--- config.mk ---
export PLATFORM = sky130hd
export DESIGN_NAME = double_ended_queue_unit
export DESIGN_NICKNAME = d
export VERILOG_FILES = /design/src/design/deq_pkg.sv /design/src/design/deq_mem.sv /design/src/design/deq_ctrl.sv /design/src/design/double_ended_queue_unit.sv
export VERILOG_INCLUDE_DIRS = /design/src /design/src/design
export SDC_FILE = /design/constraint.sdc
export NUM_CORES = 1
export LEC_CHECK = 0
export ABC_AREA = 1
export BUFFER_PORTS_ARGS = -buffer_cell sky130_fd_sc_hd__buf_2
export CORE_MARGIN = 1.5
export CORE_UTILIZATION = 42
export DETAILED_ROUTE_END_ITERATION = 8
export MAX_ROUTING_LAYER = met4
export PLACE_DENSITY = 0.54
export SLEW_MARGIN = 40
export SYNTH_ARGS = -nofsm -noshare
export SYNTH_HDL_FRONTEND = slang
export SYNTH_SLANG_ARGS = --single-unit
--- constraint.sdc ---
create_clock -name i_clk -period 4.76 [get_ports i_clk]
set_clock_uncertainty 0.1 [all_clocks]
set_input_delay 0.238 -clock i_clk [delete_from_list [all_inputs] [get_ports i_clk]]
set_output_delay 0.238 -clock i_clk [all_outputs]
set_load 0.02 [all_outputs]
--- src/design/double_ended_queue_unit_defines.svh ---
// Assertion macros for the double-ended queue unit.
// Used by double_ended_queue_unit.sv; no other dependencies.
`ifndef DOUBLE_ENDED_QUEUE_UNIT_DEFINES_SVH
`define DOUBLE_ENDED_QUEUE_UNIT_DEFINES_SVH

// Same-cycle implication, disabled during reset.
`define DEQ_ASSERT_IMPL(label, clk, rst_n, ante, cons, msg) \
    label: assert property (@(posedge clk) disable iff (!(rst_n)) (ante) |-> (cons)) \
        else $error(msg);

// Next-cycle implication, disabled during reset.
`define DEQ_ASSERT_NEXT(label, clk, rst_n, ante, cons, msg) \
    label: assert property (@(posedge clk) disable iff (!(rst_n)) (ante) |=> (cons)) \
        else $error(msg);

`endif

--- src/design/deq_pkg.sv ---
// Shared types and codes for the double-ended queue unit.
// No dependencies; imported by deq_mem, deq_ctrl and the top level.
`timescale 1ns / 1ps

package deq_pkg;

    localparam int WORD_W = 32;

    typedef enum logic [2:0] {
        MODE_PUSH_FRONT = 3'd0,
        MODE_PUSH_BACK  = 3'd1,
        MODE_POP_FRONT  = 3'd2,
        MODE_POP_BACK   = 3'd3,
        MODE_LIST       = 3'd4
    } t_mode;

    typedef enum logic [2:0] {
        ST_STORED  = 3'd0,
        ST_REMOVED = 3'd1,
        ST_EMPTY   = 3'd2,
        ST_FULL    = 3'd3,
        ST_LISTED  = 3'd4
    } t_status;

    typedef enum logic {
        S_IDLE,
        S_DATA
    } t_state;

    typedef struct packed {
        t_status                   status;
        logic signed [WORD_W-1:0]  item;
        logic                      last;
    } t_res;

endpackage

--- src/design/deq_mem.sv ---
// Entry storage: one write port, one read port, registered read data.
// Depends on deq_pkg for the word width.
`timescale 1ns / 1ps

module deq_mem
    import deq_pkg::*;
#(
    parameter int DEPTH = 16
) (
    input  logic                     i_clk,
    input  logic                     i_we,
    input  logic [$clog2(DEPTH)-1:0] i_waddr,
    input  logic [WORD_W-1:0]        i_wdata,
    input  logic                     i_re,
    input  logic [$clog2(DEPTH)-1:0] i_raddr,
    output logic [WORD_W-1:0]        o_rdata
);

    logic [WORD_W-1:0] r_mem [DEPTH];
    logic [WORD_W-1:0] r_rdata;

    always_ff @(posedge i_clk) begin
        if (i_we) begin
            r_mem[i_waddr] <= i_wdata;
        end
        if (i_re) begin
            r_rdata <= r_mem[i_raddr];
        end
    end

    assign o_rdata = r_rdata;

endmodule

--- src/design/deq_ctrl.sv ---
// Queue control: head pointer, occupancy, request decode and list sequencing.
// Depends on deq_pkg; drives the deq_mem ports.
`timescale 1ns / 1ps

module deq_ctrl
    import deq_pkg::*;
#(
    parameter int DEPTH = 16
) (
    input  logic                     i_clk,
    input  logic                     i_rst_n,
    input  logic                     i_valid,
    output logic                     o_ready,
    input  logic [2:0]               i_mode,
    input  logic signed [WORD_W-1:0] i_value,
    output logic                     o_res_valid,
    output t_res                     o_res,
    input  logic                     i_res_ready,
    output logic                     o_we,
    output logic [$clog2(DEPTH)-1:0] o_waddr,
    output logic [WORD_W-1:0]        o_wdata,
    output logic                     o_re,
    output logic [$clog2(DEPTH)-1:0] o_raddr,
    input  logic [WORD_W-1:0]        i_rdata
);

    localparam int AW = $clog2(DEPTH);
    localparam int CW = $clog2(DEPTH + 1);

    t_state         r_state, n_state;
    logic [AW-1:0]  r_head, n_head;
    logic [CW-1:0]  r_count, n_count;
    logic [AW-1:0]  r_ptr, n_ptr;
    logic [CW-1:0]  r_left, n_left;
    logic           r_pop, n_pop;

    t_mode          mode;
    logic           accept;
    logic           full;
    logic           empty;
    logic [AW-1:0]  head_inc;
    logic [AW-1:0]  head_dec;
    logic [AW-1:0]  tail_slot;
    logic [AW-1:0]  back_slot;

    function automatic logic [AW-1:0] wrap(input logic [AW:0] s);
        if (s >= (AW+1)'(DEPTH)) begin
            return AW'(s - (AW+1)'(DEPTH));
        end
        return AW'(s);
    endfunction

    function automatic logic [AW-1:0] inc(input logic [AW-1:0] p);
        return (p == AW'(DEPTH - 1)) ? '0 : p + 1'b1;
    endfunction

    assign mode      = t_mode'(i_mode);
    assign full      = (r_count == CW'(DEPTH));
    assign empty     = (r_count == '0);
    assign head_inc  = inc(r_head);
    assign head_dec  = (r_head == '0) ? AW'(DEPTH - 1) : r_head - 1'b1;
    assign tail_slot = wrap({1'b0, r_head} + (AW+1)'(r_count));
    assign back_slot = wrap({1'b0, r_head} + (AW+1)'(r_count - 1'b1));

    assign o_ready = (r_state == S_IDLE) && i_res_ready;
    assign accept  = i_valid && o_ready;
    assign o_wdata = i_value;

    always_ff @(posedge i_clk) begin
        if (!i_rst_n) begin
            r_state <= S_IDLE;
            r_head  <= '0;
            r_count <= '0;
            r_left  <= '0;
            r_pop   <= 1'b0;
        end else begin
            r_state <= n_state;
            r_head  <= n_head;
            r_count <= n_count;
            r_left  <= n_left;
            r_pop   <= n_pop;
        end
    end

    always_ff @(posedge i_clk) begin
        r_ptr <= n_ptr;
    end

    always_comb begin
        n_state     = r_state;
        n_head      = r_head;
        n_count     = r_count;
        n_ptr       = r_ptr;
        n_left      = r_left;
        n_pop       = r_pop;
        o_res_valid = 1'b0;
        o_res       = '{status: ST_STORED, item: '0, last: 1'b1};
        o_we        = 1'b0;
        o_waddr     = r_head;
        o_re        = 1'b0;
        o_raddr     = r_head;

        unique case (r_state)
            S_IDLE: begin
                if (accept) begin
                    case (mode) inside
                        MODE_PUSH_FRONT, MODE_PUSH_BACK: begin
                            o_res_valid = 1'b1;
                            if (full) begin
                                o_res.status = ST_FULL;
                            end else begin
                                o_we    = 1'b1;
                                n_count = r_count + 1'b1;
                                if (mode == MODE_PUSH_FRONT) begin
                                    o_waddr = head_dec;
                                    n_head  = head_dec;
                                end else begin
                                    o_waddr = tail_slot;
                                end
                            end
                        end
                        MODE_POP_FRONT, MODE_POP_BACK, MODE_LIST: begin
                            if (empty) begin
                                o_res_valid  = 1'b1;
                                o_res.status = ST_EMPTY;
                            end else begin
                                o_re    = 1'b1;
                                n_state = S_DATA;
                                n_pop   = (mode != MODE_LIST);
                                n_ptr   = head_inc;
                                if (mode == MODE_LIST) begin
                                    n_left = r_count;
                                end else begin
                                    n_left  = CW'(1);
                                    n_count = r_count - 1'b1;
                                end
                                if (mode == MODE_POP_FRONT) begin
                                    n_head = head_inc;
                                end
                                if (mode == MODE_POP_BACK) begin
                                    o_raddr = back_slot;
                                end
                            end
                        end
                        default: ;
                    endcase
                end
            end
            S_DATA: begin
                o_res_valid  = 1'b1;
                o_res.status = r_pop ? ST_REMOVED : ST_LISTED;
                o_res.item   = i_rdata;
                o_res.last   = (r_left == CW'(1));
                if (i_res_ready) begin
                    if (r_left == CW'(1)) begin
                        n_state = S_IDLE;
                    end else begin
                        o_re    = 1'b1;
                        o_raddr = r_ptr;
                        n_ptr   = inc(r_ptr);
                        n_left  = r_left - 1'b1;
                    end
                end
            end
            default: n_state = S_IDLE;
        endcase
    end

endmodule

--- src/design/double_ended_queue_unit.sv ---
// Double-ended queue unit: top level with the output register.
// Depends on deq_pkg, deq_mem, deq_ctrl and double_ended_queue_unit_defines.svh.
//
// Usage:
//   Requests enter on i_valid/o_ready with i_mode and i_value; results leave
//   on o_valid/i_ready with o_status, o_item and o_last. o_last marks the
//   final result of each request. Modes 5 to 7 give no result.
//   Pushes: the result is in the output register in the cycle after the
//   request is taken; one request per cycle while the output side is ready.
//   Pops: the entry is read into the memory's read register first and then
//   passes to the output register; the next request is taken once the
//   result has moved into the output register.
//   List: after the first entry is read from the memory, one listed entry
//   per cycle while the output side is ready; the last one carries o_last.
//   The single memory read port sets the pace of pops and lists.
//   Reset (i_rst_n low, synchronous) empties the queue and the output
//   register. While i_ready is low the output holds and o_ready drops as
//   soon as a new result has nowhere to go.
`timescale 1ns / 1ps
`include "double_ended_queue_unit_defines.svh"

module double_ended_queue_unit
    import deq_pkg::*;
#(
    parameter int DEPTH = 16
) (
    input  logic                     i_clk,
    input  logic                     i_rst_n,
    input  logic                     i_valid,
    output logic                     o_ready,
    input  logic [2:0]               i_mode,
    input  logic signed [WORD_W-1:0] i_value,
    output logic                     o_valid,
    input  logic                     i_ready,
    output logic [2:0]               o_status,
    output logic signed [WORD_W-1:0] o_item,
    output logic                     o_last
);

    localparam int AW = $clog2(DEPTH);

    logic              res_valid;
    logic              res_ready;
    t_res              res;
    logic              we;
    logic [AW-1:0]     waddr;
    logic [WORD_W-1:0] wdata;
    logic              re;
    logic [AW-1:0]     raddr;
    logic [WORD_W-1:0] rdata;

    logic              r_out_valid;
    t_res              r_out;

    deq_ctrl #(
        .DEPTH(DEPTH)
    ) u_ctrl (
        .i_clk       (i_clk),
        .i_rst_n     (i_rst_n),
        .i_valid     (i_valid),
        .o_ready     (o_ready),
        .i_mode      (i_mode),
        .i_value     (i_value),
        .o_res_valid (res_valid),
        .o_res       (res),
        .i_res_ready (res_ready),
        .o_we        (we),
        .o_waddr     (waddr),
        .o_wdata     (wdata),
        .o_re        (re),
        .o_raddr     (raddr),
        .i_rdata     (rdata)
    );

    deq_mem #(
        .DEPTH(DEPTH)
    ) u_mem (
        .i_clk   (i_clk),
        .i_we    (we),
        .i_waddr (waddr),
        .i_wdata (wdata),
        .i_re    (re),
        .i_raddr (raddr),
        .o_rdata (rdata)
    );

    assign res_ready = !r_out_valid || i_ready;

    always_ff @(posedge i_clk) begin
        if (!i_rst_n) begin
            r_out_valid <= 1'b0;
        end else if (res_ready) begin
            r_out_valid <= res_valid;
        end
    end

    always_ff @(posedge i_clk) begin
        if (res_valid && res_ready) begin
            r_out <= res;
        end
    end

    assign o_valid  = r_out_valid;
    assign o_status = r_out.status;
    assign o_item   = r_out.item;
    assign o_last   = r_out.last;

    `DEQ_ASSERT_NEXT(a_res_held, i_clk, i_rst_n, res_valid && !res_ready, res_valid && (res == $past(res)), "stalled result changed")
    `DEQ_ASSERT_IMPL(a_no_take_when_blocked, i_clk, i_rst_n, r_out_valid && !i_ready, !o_ready, "request taken while output blocked")
    `DEQ_ASSERT_NEXT(a_push_answers, i_clk, i_rst_n, i_valid && o_ready && (i_mode == MODE_PUSH_FRONT || i_mode == MODE_PUSH_BACK), r_out_valid && r_out.last, "push gave no result")

endmodule
Word-level counts from Yosys, hierarchy flattened:

Memory sizes are Yosys's and may differ from the RTL's. A register that Yosys moved wholly into a read port is not among the register bits.
Cells that the tools add are included.

* bits in registers: 57
* latch bits: 0
* RAM bits: 512
* memory bits (read-only): 0
* input bits: 39
* output and inout port bits: 38
* logic and storage cells: 136
* memories kept: 1

Memories
* u_mem.r_mem: depth 16, width 32, rd ports 1, clocked after Yosys merged registers in 1, wr ports 1, RTL line deq_mem.sv:19 `logic [WORD_W-1:0] r_mem [DEPTH];`

* add/subtract/negate cells: 10
* multipliers: 0
* divide/modulo/power cells: 0
* order comparisons: 2
* equal/unequal tests: 19
* shift-type cells: 0
* mux-type cells: 75
* bitwise gates (word level): 3
* reductions and logical operators: 16

Operators by type and width (count)
* $mux 4: 31
* $mux 5: 12
* $mux 1: 19
* $ne 2x2->1 const B: 8
* $pmux 4 s2: 2
* $mux 3: 4
* $reduce_and 6->1: 2
* $sub 4x1->4 const B: 3
* $add 4x5->5: 2
* $ge 5x5->1 const B: 2
* $pmux 5 s2: 1
* $sub 5x1->5 const B: 2
* $add 4x1->4 const B: 2
* $eq 4x4->1 const B: 2
* $reduce_and 7->1: 1
* $eq 3x2->1 const B: 2
* $pmux 1 s2: 3
* $pmux 3 s2: 1
* $add 5x1->5 const B: 1
* $eq 5x1->1 const B: 1
* $eq 5x5->1 const B: 1
* $logic_not 5->1: 1
* $reduce_and 5->1: 1
* $logic_not 4->1: 1
* 13 further kinds: 20

Depth between registers and ports, before layout:

* depth after elaboration: 11
* gate-level depth with buffers: 16
* gate-level depth less buffers: 15

By module:

Synthesis repeated with hierarchy kept, for this count alone.

* cells, all modules: 2553
* area total of the unflattened synthesis: 26603.0 um2

By module, submodules not included
* deq_mem: instances 1, cells an instance 2120, area an instance 23050.9 um2, sequential area each 16335.7 um2
* deq_ctrl: instances 1, cells an instance 390, area an instance 2419.8 um2, sequential area each 440.4 um2
* double_ended_queue_unit: instances 1, cells an instance 43, area an instance 1132.3 um2, sequential area each 1101.1 um2

Worst setup path after synthesis:

No wires, ideal clock.

* path type: register to register
* from: register u_ctrl.r_head[1]
* to: memory u_mem.r_mem[0][0] (enable)
* setup time: 0.421 ns
* data arrival time: 3.040 ns
* required time: 4.239 ns
* slack: 1.199 ns
* stages on the path, launching flop included: 9
* path buffers: 0
* period minus slack after synthesis: 3.561 ns
* cells stage by stage: dfxtp_1 > clkinv_1 > fa_1 > xnor2_1 > a211oi_1 > nor2_1 > inv_1 > nand2_1 > nor2_1

* longest elaborated chain between the ends: 9
* elaborated cells between the ends (all ways): 14
* those cells by class: 3 x add/sub; 1 x order compare; 9 x mux; 1 x reduce/logical

RTL lines
* from (decl): RTL line deq_ctrl.sv:31 `logic [AW-1:0] r_head, n_head;`
* from (signal assigned): RTL line deq_ctrl.sv:78 `r_head <= n_head;`
* $add 4x5->5: RTL line deq_ctrl.sv:62 `assign tail_slot = wrap({1'b0, r_head} + (AW+1)'(r_count));`
* $sub 4x1->4 / $ge 5x5->1 (equally long branches): RTL line deq_ctrl.sv:48, deq_ctrl.sv:47
* $mux 4 / $mux 1 (equally long branches): RTL line deq_ctrl.sv:47 `if (s >= (AW+1)'(DEPTH)) begin`
* $mux 4: RTL line deq_ctrl.sv:50 `return AW'(s);`
* $mux 4: RTL line deq_ctrl.sv:114 `if (mode == MODE_PUSH_FRONT) begin`
* $mux 4: RTL line deq_ctrl.sv:109 `if (full) begin`
* $mux 4: RTL line deq_ctrl.sv:106 `case (mode) inside`
* $mux 4: RTL line deq_ctrl.sv:105 `if (accept) begin`
* $mux 4 (*): RTL line deq_ctrl.sv:103 `unique case (r_state)`
* to (decl): RTL line deq_mem.sv:19

Every way passes the cells marked *; elsewhere a longest branch is shown, timed or not. The select of a mux whose other input is x is not followed.

Worst setup path after layout:

* from: register u_ctrl.r_count[1]
* to: register u_mem.r_rdata[18], in the netlist u_mem.o_rdata[18] (read register of u_mem.r_mem), data pin

* longest elaborated chain between the ends: 11
* elaborated cells between the ends (all ways): 19
* those cells by class: 3 x add/sub; 1 x order compare; 14 x mux; 1 x reduce/logical

RTL lines
* from (decl): RTL line deq_ctrl.sv:32 `logic [CW-1:0] r_count, n_count;`
* from (signal assigned): RTL line deq_ctrl.sv:79 `r_count <= n_count;`
* $sub 5x1->5: RTL line deq_ctrl.sv:63 `assign back_slot = wrap({1'b0, r_head} + (AW+1)'(r_count - 1'b1));`
* $add 4x5->5: RTL line deq_ctrl.sv:63
* $sub 4x1->4 / $ge 5x5->1 (equally long branches): RTL line deq_ctrl.sv:48, deq_ctrl.sv:47
* $mux 4 / $mux 1 (equally long branches): RTL line deq_ctrl.sv:47
* $mux 4: RTL line deq_ctrl.sv:50
* $mux 4: RTL line deq_ctrl.sv:140 `if (mode == MODE_POP_BACK) begin`
* $mux 4: RTL line deq_ctrl.sv:123 `if (empty) begin`
* $mux 4 (2 in a row): RTL line deq_ctrl.sv:106
* $mux 4: RTL line deq_ctrl.sv:105
* $pmux 4 s2: RTL line deq_ctrl.sv:103
* to (decl): RTL line deq_mem.sv:20 `logic [WORD_W-1:0] r_rdata;`

Several ways; a longest one is shown, not always the timed one. The select of a mux whose other input is x is not followed.
A chain may end at the register's enable or synchronous reset.

==> impl_metrics.env <==
export IMPL_fin_crit_ns=3.58
export IMPL_async_flop_share_pct=0
export IMPL_synthDistinctLibCells=37
export IMPL_grt_pass1_wl_mm=108
export IMPL_wl_per_cell_um=20.2
export IMPL_ys_seq_area_share_pct=66.8
export IMPL_endpoint_kind="flop"
export IMPL_synth_seq_cells=601
export IMPL_avgSynthCellArea_um2=10.6
export IMPL_grt_max_degree=111
export IMPL_drtIter0Drc=1656
export IMPL_synth_common_cells="nand3_1 (631), edfxtp_1 (584), inv_1 (516)"
export IMPL_post_place_cells=3355
export IMPL_fp_dieW_um=255
export IMPL_dp_final_hpwl_mm=38.4
export IMPL_placedInstanceArea_um2=28200
export IMPL_netlist_area_um2=26700
export IMPL_clk_latency_ns=0.60
export IMPL_grt_overflow=0
export IMPL_fin_nets=2670
export IMPL_leakagePower_nw=12.8
export IMPL_status="finished, final reports clean"
export IMPL_port_buffers=76
export IMPL_finalCritPeriodShare_pct=75.1
export IMPL_ant_nets=0
export IMPL_rr_worst_depth=11
export IMPL_io_pins=77
export IMPL_required_ns=5.13
export IMPL_place_gp_congestion=0.873
export IMPL_synth_area_leaders="edfxtp_1 (66%), nand3_1 (12%), inv_1 (7.2%)"
export IMPL_finalHoldViolations=0
export IMPL_finalInstanceArea_um2=30700
export IMPL_cp_start_kind="flop"
export IMPL_fin_cells=3511
export IMPL_cts_tree="done"
export IMPL_grt_pass1_vias=17400
export IMPL_drc=0
export IMPL_drive_gt1_share_pct=9.64
export IMPL_start_util_pct=42.5
export IMPL_cp_arrival_ns=3.94
export IMPL_grt_use_total_pct=22.5
export IMPL_diodes=0
export IMPL_path_clk_slew_ns=0.06
export IMPL_yosysTopAreaCell="edfxtp_1"
export IMPL_grt_setup_unrepaired="no"
export IMPL_totalNegativeSetupSlack_ns=0
export IMPL_rows=92
export IMPL_drv_slew=0
export IMPL_worst_slew_pin_slew_ns=0.826
export IMPL_holdPathStages=3
export IMPL_ctsHtreeMaxLevel=3
export IMPL_fmax_mhz=280
export IMPL_syn_to_final_growth_pct=14.9
export IMPL_cts_resized_gates=0
export IMPL_cts_buffer_depth=3
export IMPL_cts_root_buffer="clkbuf_16"
export IMPL_routed_wl_mm=71.0
export IMPL_cts_sinks=601
export IMPL_synth_edf_count=584
export IMPL_min_path_type="input port to flop"
export IMPL_ir_worst_vdd_mv=0.253
export IMPL_ys_flop_type="edfxtp_1"
export IMPL_fp_coreArea_um2=63000
export IMPL_slew_headroom_pct=44.8
export IMPL_post_cts_setup_buffers=0
export IMPL_num_vias=18000
export IMPL_grt_antenna_before_repair=0
export IMPL_cp_max_fo=44
export IMPL_die_area_um2=65200
export IMPL_drtPass1Iterations=6
export IMPL_pwr_density_cell_nw_per_um2=427
export IMPL_die_h_um=255
export IMPL_syn_num_nets=2578
export IMPL_synth_top_cell_area_share_pct=65.6
export IMPL_viasPerCell=5.13
export IMPL_crit_type="flop to flop"
export IMPL_finalSetupViolCount=0
export IMPL_cts_buffers=67
export IMPL_yosysMostFrequentCell="nand3_1"
export IMPL_max_cap_violations=0
export IMPL_synthesis_instances=2523
export IMPL_yosys_warnings=0
logic make-up after synthesis:
| family | share of synthesized area [%] |
|---|---|
| simple gates | 20.5 |
| compound gates | 1.41 |
| flops | 66.8 |
| xor+xnor | 0.426 |
| buf+inv | 9.98 |
| fa+ha+maj | 0.805 |
| mux | 0.0374 |
through the flow:
step | power, mW | hold WS, ns | setup WS (ns) | util [%]
after floorplan | 7.47 | 0.237 | 1.20 | -
after global placement | 8.12 | 0.396 | 1.28 | 44.8
after detailed placement | 8.15 | 0.401 | 1.22 | 44.8
after CTS | 13.2 | 0.0248 | 1.21 | 48.8
after global routing | 13.6 | 0.103 | 0.921 | 48.8
final | 13.1 | 0.0623 | 1.18 | 48.8
registers in the layout, summed over array words and instances, names as in the netlist:
name and flops:
o_valid 1, u_ctrl.r_state 1, u_mem.o_rdata 32, u_ctrl.r_ptr 4, o_item 32, u_mem.r_mem 512, u_ctrl.r_count 5, o_last 1
o_status 3, u_ctrl.r_pop 1, u_ctrl.r_head 4, u_ctrl.r_left 5
worst paths after layout:
kind | end | startpoint | slack [ns]
max reg2reg | u_mem.o_rdata[18] | u_ctrl.r_count[1] | 1.18
min reg2reg | o_item[14] | u_mem.o_rdata[14] | 0.41
min | u_ctrl.r_count[0] | i_valid | 0.06
max | u_mem.o_rdata[18] | u_ctrl.r_count[1] | 1.18
worst max-delay path: stages, from the launching register on:
cell and delay (ns):
dfxtp_1 0.41, inv_1 0.15, ha_1 0.36, fa_1 0.48, nand2_1 0.09, nand3_1 0.11, nand2_4 0.51, buf_4 0.61
nand3_1 0.24, nand3_1 0.15, nand3_1 0.09, nand2_1 0.08
layout by cell type, fill, tap and decap left out, drive strengths merged, types with 6 or more instances in the layout:
cell type and instances:
bufinv 6, nand3b 64, ha 14, nand2 421, xor2 7, xnor2 6
nand3 637, o21ai 27, edfxtp 584, clkinv 26, clkbuf 85, buf 123
a21oi 20, nor2 39, dfxtp 17, inv 526, dlygate4sd3 36
final cells by class:
type | count | area, um^2
flip-flops and latches | 601 | 17900
repair buffers | 159 | 1330
well taps | 846 | 1060
clock inverters | 34 | 347
fillers | 5702 | 32200
inverters | 524 | 1970
clock buffers | 85 | 1770
multi-input cells | 1262 | 6390
repair_timing:
| action | 4_1_cts | 5_1_grt |
|---|---|---|
| hold buffers | 36 | 0 |
| setup endpoints to repair | 0 | 0 |
| endpoints found under the hold margin | 526 | 0 |
power breakdown:
part           internal (mW)  total (mW)  switching [mW]
Clock                   2.96        5.06            2.10
Sequential              6.02        6.08          0.0632
Combinational          0.556        1.98            1.42
layer usage:
metal,global-route usage (%),part of all wire [%]
met2,34.8,46
met5,-,0
met4,6.98,2.3
met1,30.9,45
met3,3.13,6.4
Power figures use the tool's default switching activity.
